--- config.mk ---
export PLATFORM = sky130hd
export DESIGN_NAME = bdse_ctrl
export DESIGN_NICKNAME = d
export VERILOG_FILES = /design/src/sv/bdse_pkg.sv /design/src/sv/bdse_ctrl.sv
export SDC_FILE = /design/constraint.sdc
export NUM_CORES = 1
export LEC_CHECK = 0
export ABC_CLOCK_PERIOD_IN_PS = 3500
export BUFFER_PORTS_ARGS = -buffer_cell sky130_fd_sc_hd__buf_4
export CORE_MARGIN = 2
export CORE_UTILIZATION = 24
export DETAILED_ROUTE_END_ITERATION = 6
export GPL_TIMING_DRIVEN = 0
export SETUP_SLACK_MARGIN = 0.4
export SKIP_LAST_GASP = 1
export SYNTH_ARGS = -nofsm -noshare
export SYNTH_HDL_FRONTEND = slang
export SYNTH_SLANG_ARGS = --single-unit
--- constraint.sdc ---
create_clock -name aclk -period 3.5 [get_ports aclk]
set_input_delay 0.525 -clock aclk [delete_from_list [all_inputs] [get_ports aclk]]
set_output_delay 0.525 -clock aclk [all_outputs]
set_load 0.01 [all_outputs]
--- src/sv/bdse_pkg.sv ---
// Shared types, constants and helpers of the battery discharge slope estimator.
`default_nettype none

package bdse_pkg;

    // window geometry
    localparam int WINDOW = 16;
    localparam int DEPTH  = WINDOW + 1;
    localparam int AW     = $clog2(DEPTH);
    localparam int CW     = $clog2(DEPTH + 1);

    // field and datapath widths
    localparam int NW   = 28;                 // energy sample
    localparam int EW   = 16;                 // elapsed seconds
    localparam int SYW  = NW + CW;            // sum of y
    localparam int SXYW = NW + 2 * CW;        // sum of x*y
    localparam int TW   = NW + 3 * CW;        // n*sxy and sx*sy
    localparam int SNW  = TW + 1;             // signed slope numerator
    localparam int PW   = 4 * CW;             // n^2*(n^2-1)
    localparam int DW   = NW + EW + PW;       // divider width
    localparam int QCW  = $clog2(DW + 1);     // divider step counter

    localparam int RW   = 45;                 // rate_q8
    localparam int LW   = 32;                 // time_left_seconds

    localparam logic [DW-1:0] PCT_MAX  = DW'(255);
    localparam logic [DW-1:0] RATE_MAG = DW'(1) << (RW - 1);
    localparam logic [DW-1:0] TL_MAG   = DW'(1) << (LW - 1);

    // status codes
    typedef enum logic [2:0] {
        STS_OK         = 3'd0,
        STS_FIRST      = 3'd1,
        STS_ZERO_SLOPE = 3'd2,
        STS_ZERO_EL    = 3'd3,
        STS_ZERO_FULL  = 3'd4
    } status_t;

    // divider operand select
    typedef enum logic [1:0] {
        DSEL_PCT  = 2'd0,
        DSEL_RATE = 2'd1,
        DSEL_TL   = 2'd2
    } div_sel_t;

    // controller states
    typedef enum logic [3:0] {
        ST_IDLE,
        ST_PCT_GO,
        ST_PCT_WAIT,
        ST_SUM_RD,
        ST_SUM_ACC,
        ST_FIT_A,
        ST_FIT_B,
        ST_FIT_C,
        ST_RATE_GO,
        ST_RATE_WAIT,
        ST_TL_GO,
        ST_TL_WAIT,
        ST_FINISH
    } state_t;

    // controller to datapath
    typedef struct packed {
        logic     load;
        logic     acc;
        logic     fit_a;
        logic     fit_b;
        logic     fit_c;
        logic     div_start;
        div_sel_t div_sel;
        logic     st_pct;
        logic     st_rate;
        logic     st_tl;
        logic     out_load;
    } dp_cmd_t;

    // datapath to controller
    typedef struct packed {
        logic last;
        logic div_done;
    } dp_stat_t;

    // circular index wrap, sum of two indexes below DEPTH
    function automatic logic [AW-1:0] wrap_idx(input logic [CW:0] s);
        logic [CW:0] r;
        r = (s >= (CW + 1)'(DEPTH)) ? s - (CW + 1)'(DEPTH) : s;
        return r[AW-1:0];
    endfunction

endpackage

`default_nettype wire

--- src/sv/bdse_ctrl.sv ---
// Sequencer for one sample: percent divide, window sums, fit, two divides, output.
`default_nettype none

module bdse_ctrl import bdse_pkg::*; (
    input  wire logic     aclk,
    input  wire logic     aresetn,
    input  wire logic     s_tvalid,
    output logic          s_tready,
    output logic          m_tvalid,
    input  wire logic     m_tready,
    input  wire dp_stat_t stat,
    output dp_cmd_t       cmd
);

    state_t state_reg, state_next;
    logic   mvalid_reg, mvalid_next;
    logic   out_free;

    assign out_free = !mvalid_reg || m_tready;

    // next state
    always_comb begin
        state_next = state_reg;
        unique case (state_reg)
            ST_IDLE:      if (s_tvalid) state_next = ST_PCT_GO;
            ST_PCT_GO:    state_next = ST_PCT_WAIT;
            ST_PCT_WAIT:  if (stat.div_done) state_next = ST_SUM_RD;
            ST_SUM_RD:    state_next = ST_SUM_ACC;
            ST_SUM_ACC:   state_next = stat.last ? ST_FIT_A : ST_SUM_RD;
            ST_FIT_A:     state_next = ST_FIT_B;
            ST_FIT_B:     state_next = ST_FIT_C;
            ST_FIT_C:     state_next = ST_RATE_GO;
            ST_RATE_GO:   state_next = ST_RATE_WAIT;
            ST_RATE_WAIT: if (stat.div_done) state_next = ST_TL_GO;
            ST_TL_GO:     state_next = ST_TL_WAIT;
            ST_TL_WAIT:   if (stat.div_done) state_next = ST_FINISH;
            ST_FINISH:    if (out_free) state_next = ST_IDLE;
            default:      state_next = ST_IDLE;
        endcase
    end

    // commands
    always_comb begin
        cmd         = '0;
        cmd.div_sel = DSEL_PCT;
        s_tready    = 1'b0;
        unique case (state_reg)
            ST_IDLE: begin
                s_tready = 1'b1;
                cmd.load = s_tvalid;
            end
            ST_PCT_GO:   cmd.div_start = 1'b1;
            ST_PCT_WAIT: cmd.st_pct = stat.div_done;
            ST_SUM_ACC:  cmd.acc = 1'b1;
            ST_FIT_A:    cmd.fit_a = 1'b1;
            ST_FIT_B:    cmd.fit_b = 1'b1;
            ST_FIT_C:    cmd.fit_c = 1'b1;
            ST_RATE_GO: begin
                cmd.div_sel   = DSEL_RATE;
                cmd.div_start = 1'b1;
            end
            ST_RATE_WAIT: cmd.st_rate = stat.div_done;
            ST_TL_GO: begin
                cmd.div_sel   = DSEL_TL;
                cmd.div_start = 1'b1;
            end
            ST_TL_WAIT: cmd.st_tl = stat.div_done;
            ST_FINISH:  cmd.out_load = out_free;
            default: ;
        endcase
    end

    // output valid flag
    always_comb begin
        mvalid_next = mvalid_reg;
        if (cmd.out_load) begin
            mvalid_next = 1'b1;
        end else if (m_tready) begin
            mvalid_next = 1'b0;
        end
    end

    always_ff @(posedge aclk) begin
        if (!aresetn) begin
            state_reg  <= ST_IDLE;
            mvalid_reg <= 1'b0;
        end else begin
            state_reg  <= state_next;
            mvalid_reg <= mvalid_next;
        end
    end

    assign m_tvalid = mvalid_reg;

`ifndef NO_ASSERTIONS
    // a result is never loaded over one still waiting
    a_no_overwrite: assert property (@(posedge aclk) disable iff (!aresetn)
        cmd.out_load |-> (!mvalid_reg || m_tready))
        else $error("result overwritten while stalled");

    // an accepted transaction starts the percent divide next
    a_accept_starts: assert property (@(posedge aclk) disable iff (!aresetn)
        (s_tvalid && s_tready) |=> (state_reg == ST_PCT_GO))
        else $error("accepted transaction did not start");

    // divider finishes only while a wait state expects it
    a_done_in_wait: assert property (@(posedge aclk) disable iff (!aresetn)
        stat.div_done |-> (state_reg == ST_PCT_WAIT || state_reg == ST_RATE_WAIT
                           || state_reg == ST_TL_WAIT))
        else $error("divider done outside a wait state");
`endif

endmodule

`default_nettype wire

==> summary.md, run 1 <==
| Metric | Value |
|---|---|
| Run status | `finished clean` |
| Sequential area share after synthesis | `24.9%` |
| Reg2reg start | `state_reg[0]` |
| Hold Path Depth | `2` |
| Min Tclk post-route | `2240 ps` |
| Endpoint type of the worst setup path | `output port` |
| CTS tree | `yes` |
| Post-CTS setup buffer count | `0` |
| Peak VDD IR | `183 uV` |
| Finish-stage setup viols | `0` |
| Mapped Cells | `58` |
| Drt first-iter violations | `14` |
| Power density cells | `299 nW/um^2` |
| Peak fanout along the critical path | `9` |
| First-pass GRT wire length | `1770 um` |
| Antenna-violating nets left | `0` |
| Setup TNS Final | `0 ps` |
| Critical Path AT | `1720 ps` |
| # diodes | `0` |
| Buffer and inverter count on the worst path | `4` |
| Max-slew violations | `0` |
| Highest Clock Rate | `0.446 GHz` |
| FF-to-FF End | `state_reg[2]` |
| Largest register FFs | `4` |
| Final WL | `1050 um` |
| I/O pin count | `20` |
| Delay of the slowest cell on the worst path | `290 ps` |
| Std-Cell Rows | `14` |
| Hold_sp | `aresetn` |
| Die height | `44.9 um` |
| Number of global-route vias before repair | `405` |
| Die area | `2020 um^2` |
| Max Cap Viol | `0` |
| Worst-margin pin slew | `317 ps` |
| Seq cells post-synth | `5` |
| Crit share post-route | `64.0%` |
| R2R depth | `6` |
| Hold_buf cts | `0` |
| Mapped Nets | `64` |
| Total CTS buffers | `3` |
| Root buffer cell | `clkbuf_4` |
| Tot GR Track Use | `12.1%` |
| Post_cts resized | `0` |
| Synth area leaders | `dfxtp_1 (25%), nor2_1 (11%), nand2b_1 (6.2%), nand2_1 (5.6%), o32ai_2 (4.0%)` |
| Leading area contributor after synthesis | `dfxtp_1` |
| Slowest CP cell | `dfxtp_1` |
| Synth Area per Inst | `6.92 um^2` |
| Hold Path Sink | `state_reg[2]` |
| Clk buf depth | `2` |
| Layout cells sized above 1 | `35.8%` |
| Worst skew pair latency | `250 ps` |
| Critical-path cell list | `buf_2 > or2_1 > clkbuf_1 > or2_1 > nor2b_1 > buf_4 > buf_4` |
| R2R setup slack | `2020 ps` |
| DIE WIDTH | `44.9 um` |
| RSZ-0062 raised after global routing | `no` |
| Core Region | `1540 um^2` |
| Starting Density | `26.1%` |
| Worst Path Required | `2970 ps` |
| Distinct cells, synth | `26` |
| Critical path launch point type | `register` |
| Via count | `442` |
| Largest net degree at the start of global routing | `11` |
| Total gr overflow | `0` |
| Mapped cell area | `402 um^2` |
| Area Growth Syn to Fin | `47.0%` |
| Crit path max-delay family | `simple AND/OR/NAND/NOR gates` |
| Synth warn | `0` |
| Routed length per placed instance | `10.8 um` |
| IO buf count | `19` |
| Final hold slack | `524 ps` |
| Pre-Repair DR Iteration Count | `4` |
| Detailed placer's ending HPWL | `755 um` |
| Initial antenna violation count | `0` |
| # fillers | `175` |
| P_leak | `0.271 nW` |
| Clk sink count | `5` |
| H-tree Lvls | `1` |
| Remaining DRCs | `0` |
| CP Class | `reg2out` |
| Slew margin rel. | `78.9%` |
| Gpl congestion | `0.748` |
| Clock transition at path regs | `50 ps` |
| Max Clock Skew | `6.46 ps` |
| Hold crit path type | `in2reg` |
| Vias per cell | `4.56` |
| Hold Vio Cnt, Final | `0` |
| Area share of the largest cell type after synthesis | `24.9%` |
| Nets | `88` |
-- kinds of logic after synthesis --
kind of cell	share of synthesized area, %
compound gates	20.9
simple gates	42.1
mux	3.74
buf+inv	8.41
flops	24.9
-- cell type report --
type	instances	area, um^2	area share, %
Buffer	5	26.3	4.45
Clock buffer	4	26.3	4.45
Inverter	2	7.51	1.27
Multi-Input combinational cell	46	268	45.3
Sequential cell	5	100	16.9
Tap cell	16	20.0	3.39
Timing Repair Buffer	19	143	24.2
-- synth_stat cells --
library cell,number
o32ai_2,1
nor2b_1,2
inv_1,1
or3_1,2
nand3b_1,1
nor3_1,1
o21ai_0,1
nand3_1,1
inv_2,1
clkbuf_1,1
a21boi_0,1
buf_2,3
o2111a_1,1
o32ai_1,1
nand2b_1,4
nor4b_1,1
a21oi_1,3
dfxtp_1,5
o21ai_1,1
nor2_1,12
a21boi_1,2
mux2_4,1
buf_4,1
or2_1,2
and2_1,2
nand2_1,6
-- where the power goes --
part / total [mW] / internal (mW) / leakage, nW / switching (mW)
clock: 0.0698 / 0.0433 / 0.0150 / 0.0265
combinational: 0.0449 / 0.0221 / 0.216 / 0.0228
sequential: 0.0617 / 0.0593 / 0.0406 / 0.00241
-- how the worst max path moves through the flow --
stage / start / endpoint / depth (start not counted) / slack, ps
global route: state_reg[0] / cmd[0] / 7 / 1140
finish: state_reg[0] / cmd[0] / 7 / 1260
global placement: state_reg[0] / cmd[0] / 7 / 1540
detailed placement: state_reg[0] / cmd[0] / 7 / 1540
CTS: state_reg[0] / cmd[0] / 7 / 1270
floorplan: state_reg[0] / cmd[11] / 5 / 1660
-- routing by layer --
metal	vias up	wire length, um	GRT usage, %
met2	11	481	16.5
met4	0	0	3.53
met1	191	512	16.8
met3	0	57	6.00
met5	-	0	0
li1	240	-	-
-- layout by cell type (no fill, tap or decap), types with 2 or more instances in the layout --
cell      instances
buf_4            20
nor2_1           12
nand2_1           6
dfxtp_1           5
nand2b_1          4
buf_2             3
a21oi_1           3
clkbuf_4          3
or2_1             2
clkbuf_1          2
nor2b_1           2
and2_1            2
or3_1             2
a21boi_1          2
-- stage by stage --
stage	utilization (%)	cells	cell area [um^2]	worst slack [ps]	total power, mW
6_report	38.3	97	591	1260	0.176
3_5_place_dp	36.6	93	564	1540	0.107
4_1_cts	38.3	97	591	1270	0.177
5_1_grt	38.3	97	591	1140	0.190
3_3_place_gp	36.6	93	564	1540	0.107
2_1_floorplan	-	58	402	1660	0.0896
Power figures use the tool's default switching activity.
==> run 2: changes to the inputs <==
--- a/config.mk
+++ b/config.mk
@@ -5,8 +5,10 @@
 export SDC_FILE = /design/constraint.sdc
 export NUM_CORES = 1
 export LEC_CHECK = 0
-export ABC_CLOCK_PERIOD_IN_PS = 3500
+export ABC_AREA = 1
+export ABC_CLOCK_PERIOD_IN_PS = 1900
 export BUFFER_PORTS_ARGS = -buffer_cell sky130_fd_sc_hd__buf_4
+export CORE_ASPECT_RATIO = 0.7
 export CORE_MARGIN = 2
 export CORE_UTILIZATION = 24
 export DETAILED_ROUTE_END_ITERATION = 6
==> constraint.sdc (replaced) <==
create_clock -name aclk -period 1.9 [get_ports aclk]
set_input_delay 0.285 -clock aclk [delete_from_list [all_inputs] [get_ports aclk]]
set_output_delay 0.285 -clock aclk [all_outputs]
set_load 0.01 [all_outputs]
==> summary.md, run 2 <==
| Metric | Value |
|---|---|
| Fin area | `774 um^2 (was 591 um^2)` |
| Pre-Repair DR Iteration Count | `4 (unchanged)` |
| Clk buf depth | `2 (unchanged)` |
| Drt first-iter violations | `16 (was 14)` |
| Detailed placer's ending HPWL | `915 um (was 755 um)` |
| Synth area leaders | `dfxtp_1 (21%), nand2_1 (14%), nand3_1 (9.7%), nor2_1 (8.8%), nor2_2 (8.0%) (was dfxtp_1 (25%), nor2_1 (11%), nand2b_1 (6.2%), nand2_1 (5.6%), o32ai_2 (4.0%))` |
| Hold_buf cts | `0 (unchanged)` |
| Total CTS buffers | `3 (unchanged)` |
| Endpoint type of the worst setup path | `output port (unchanged)` |
| Tot GR Track Use | `12.7% (was 12.1%)` |
| Critical path launch point type | `register (unchanged)` |
| Largest register FFs | `4 (unchanged)` |
| Fin worst setup slack | `393 ps (was 1260 ps)` |
| Layout cells sized above 1 | `55.1% (was 35.8%)` |
| P_leak | `0.385 nW (was 0.271 nW)` |
| Number of global-route vias before repair | `487 (was 405)` |
| EDFF count, synth | `0 (unchanged)` |
| Peak VDD IR | `750 uV (was 183 uV)` |
| Most common cell after layout, fill and taps aside | `buf_4 (unchanged)` |
| # diodes | `0 (unchanged)` |
| Distinct cells, synth | `18 (was 26)` |
| Synth cell count leaders | `nand2_1 (17), nor2_1 (11), nand3_1 (9), inv_1 (7), nor2_2 (6) (was nor2_1 (12), nand2_1 (6), dfxtp_1 (5), nand2b_1 (4))` |
| Mapped cell area | `467 um^2 (was 402 um^2)` |
| Slowest CP cell | `dfxtp_2 (was dfxtp_1)` |
| DIE WIDTH | `56.7 um (was 44.9 um)` |
| Antenna-violating nets left | `0 (unchanged)` |
| Mapped Cells | `77 (was 58)` |
| Largest net degree at the start of global routing | `9 (was 11)` |
| Starting Density | `25.4% (was 26.1%)` |
| Min Tclk post-route | `1510 ps` |
| H-tree Lvls | `1 (unchanged)` |
| Commonest non-fill, non-tap cells in the layout | `buf_4 (24), nand2_1 (16), nor2_1 (10) (was buf_4 (20), nor2_1 (12), nand2_1 (6))` |
| Run status | `finished clean (unchanged)` |
| Max Cap Viol | `0 (unchanged)` |
| Via count | `561 (was 442)` |
| Clock transition at path regs | `50 ps (about the same)` |
| IO buf count | `19 (unchanged)` |
| Peak fanout along the critical path | `8 (was 9)` |
| CTS tree | `yes (unchanged)` |
| Max-slew violations | `0 (unchanged)` |
| Routed length per placed instance | `9.39 um (was 10.8 um)` |
| Finish-stage setup viols | `0 (unchanged)` |
| Area share of the largest cell type after synthesis | `21.4% (was 24.9%)` |
| Seq cells post-synth | `5 (unchanged)` |
| Gpl congestion | `0.767 (was 0.748)` |
| Worst-margin pin slew | `222 ps (was 317 ps)` |
| I/O pin count | `20 (unchanged)` |
| Critical Path AT | `1220 ps (was 1720 ps)` |
| Setup TNS Final | `0 ps (unchanged)` |
| Vias per cell | `4.35 (was 4.56)` |
| Synth Area per Inst | `6.06 um^2 (was 6.92 um^2)` |
| Root buffer cell | `clkbuf_4 (unchanged)` |
| Synth warn | `0 (unchanged)` |
| Buffer and inverter count on the worst path | `4 (unchanged)` |
| Slew margin rel. | `85.2% (was 78.9%)` |
| Max Clock Skew | `4.19 ps (was 6.46 ps)` |
| Core Region | `1840 um^2 (was 1540 um^2)` |
| Initial antenna violation count | `0 (unchanged)` |
| Std-Cell Rows | `13 (was 14)` |
| Most frequent cell after synthesis | `nand2_1 (was nor2_1)` |
| Power density cells | `1610 nW/um^2 (was 299 nW/um^2)` |
| Final WL | `1210 um (was 1050 um)` |
| Critical-path cell list | `buf_6 > nor2_4 > inv_4 > nor3_4 > buf_4 > buf_6 (was buf_2 > or2_1 > clkbuf_1 > or2_1 > nor2b_1 > buf_4 > buf_4)` |
| Remaining DRCs | `0 (unchanged)` |
| Area Growth Syn to Fin | `66.0% (was 47.0%)` |
| RSZ-0062 raised after global routing | `yes (was no)` |
| Die height | `40.9 um (was 44.9 um)` |
| First-pass GRT wire length | `2100 um (was 1770 um)` |
| Mapped Nets | `83 (was 64)` |
| CP Class | `reg2out (unchanged)` |
| Highest Clock Rate | `0.664 GHz` |
| Crit share post-route | `79.3%` |
| Worst skew pair latency | `240 ps (was 250 ps)` |
| Synth Flop Type | `dfxtp_1 (unchanged)` |
| Crit path max-delay family | `buffers and inverters (was simple AND/OR/NAND/NOR gates)` |
| Nets | `114 (was 88)` |
| Clk sink count | `5 (unchanged)` |
| Sequential area share after synthesis | `21.4% (was 24.9%)` |
| Hold Vio Cnt, Final | `0 (unchanged)` |
| Delay of the slowest cell on the worst path | `310 ps (was 290 ps)` |
| Pre-CTS WS | `525 ps (was 1540 ps)` |
| Die area | `2320 um^2 (was 2020 um^2)` |
| Crit path top cell by count | `buf_6` |
| Worst Path Required | `1620 ps (was 2970 ps)` |
| Total gr overflow | `0 (unchanged)` |
| Leading area contributor after synthesis | `dfxtp_1 (unchanged)` |
| Hold crit path type | `in2reg (unchanged)` |
| Ys async rst share | `0% (unchanged)` |
| Placed inst area | `637 um^2 (was 564 um^2)` |
==> run 2: kinds of logic (layout without fill, tap and decap cells) <==
family | after synthesis | after routing | share of synthesized area (%)
and+or+nand+nor | 53 | 53 | 59.2
buffers and inverters | 15 | 45 | 14.5
AOI/OAI and AO/OA | 4 | 4 | 4.83
DFF | 5 | 5 | 21.4
==> run 2: report_power, final <==
part           internal (mW)  leakage (nW)  switching (mW)
Sequential             0.154        0.0425          0.0669
Clock                 0.0796        0.0150          0.0460
Combinational          0.420         0.328           0.477
Total                  0.653         0.385           0.590
==> run 2: final timing paths <==
| path | startpoint | to | slack, ps | cells past startpoint |
|---|---|---|---|---|
| hold / removal | aresetn | m_tvalid | 290 | 2 |
| hold reg to reg | state_reg[1] | state_reg[1] | 610 | 4 |
| setup reg to reg | state_reg[0] | state_reg[2] | 580 | 11 |
| setup / recovery | state_reg[0] | cmd[0] | 390 | 6 |
==> run 2: final cells by class <==
cell class                 instances  area [um^2]
fill                             199         1060
buffer                             2         18.8
sequential                         5          105
clock buffer                       4         26.3
tap                               22         27.5
inverter                          13         51.3
multi-input combinational         57          330
timing repair buffer              26          215
==> run 2: stage by stage <==
step                      total power [mW]  util (%)  cells  hold WS, ps
after floorplan                      0.696         -     77          403
after global placement               0.893      34.6    118          541
after detailed placement             0.899      34.6    118          547
after CTS                             1.19      40.0    128          289
after global routing                  1.36      42.1    129          306
final                                 1.24      42.1    129          295
==> run 2: routing by layer <==
layer / vias to the layer above / track usage (%) / part of all wire, %
li1: 295 / - / -
met1: 248 / 14.3 / 47
met2: 18 / 21.5 / 44
met3: 0 / 6.94 / 8.5
met4: 0 / 3.57 / 0
met5: - / 0 / 0
==> run 2: timing repair <==
item	4_1_cts	5_1_grt
setup buffers	6	1
endpoints found under the hold margin	0	0
resized for setup	6	9
endpoints found under the setup margin	3	10
pin swaps	2	1
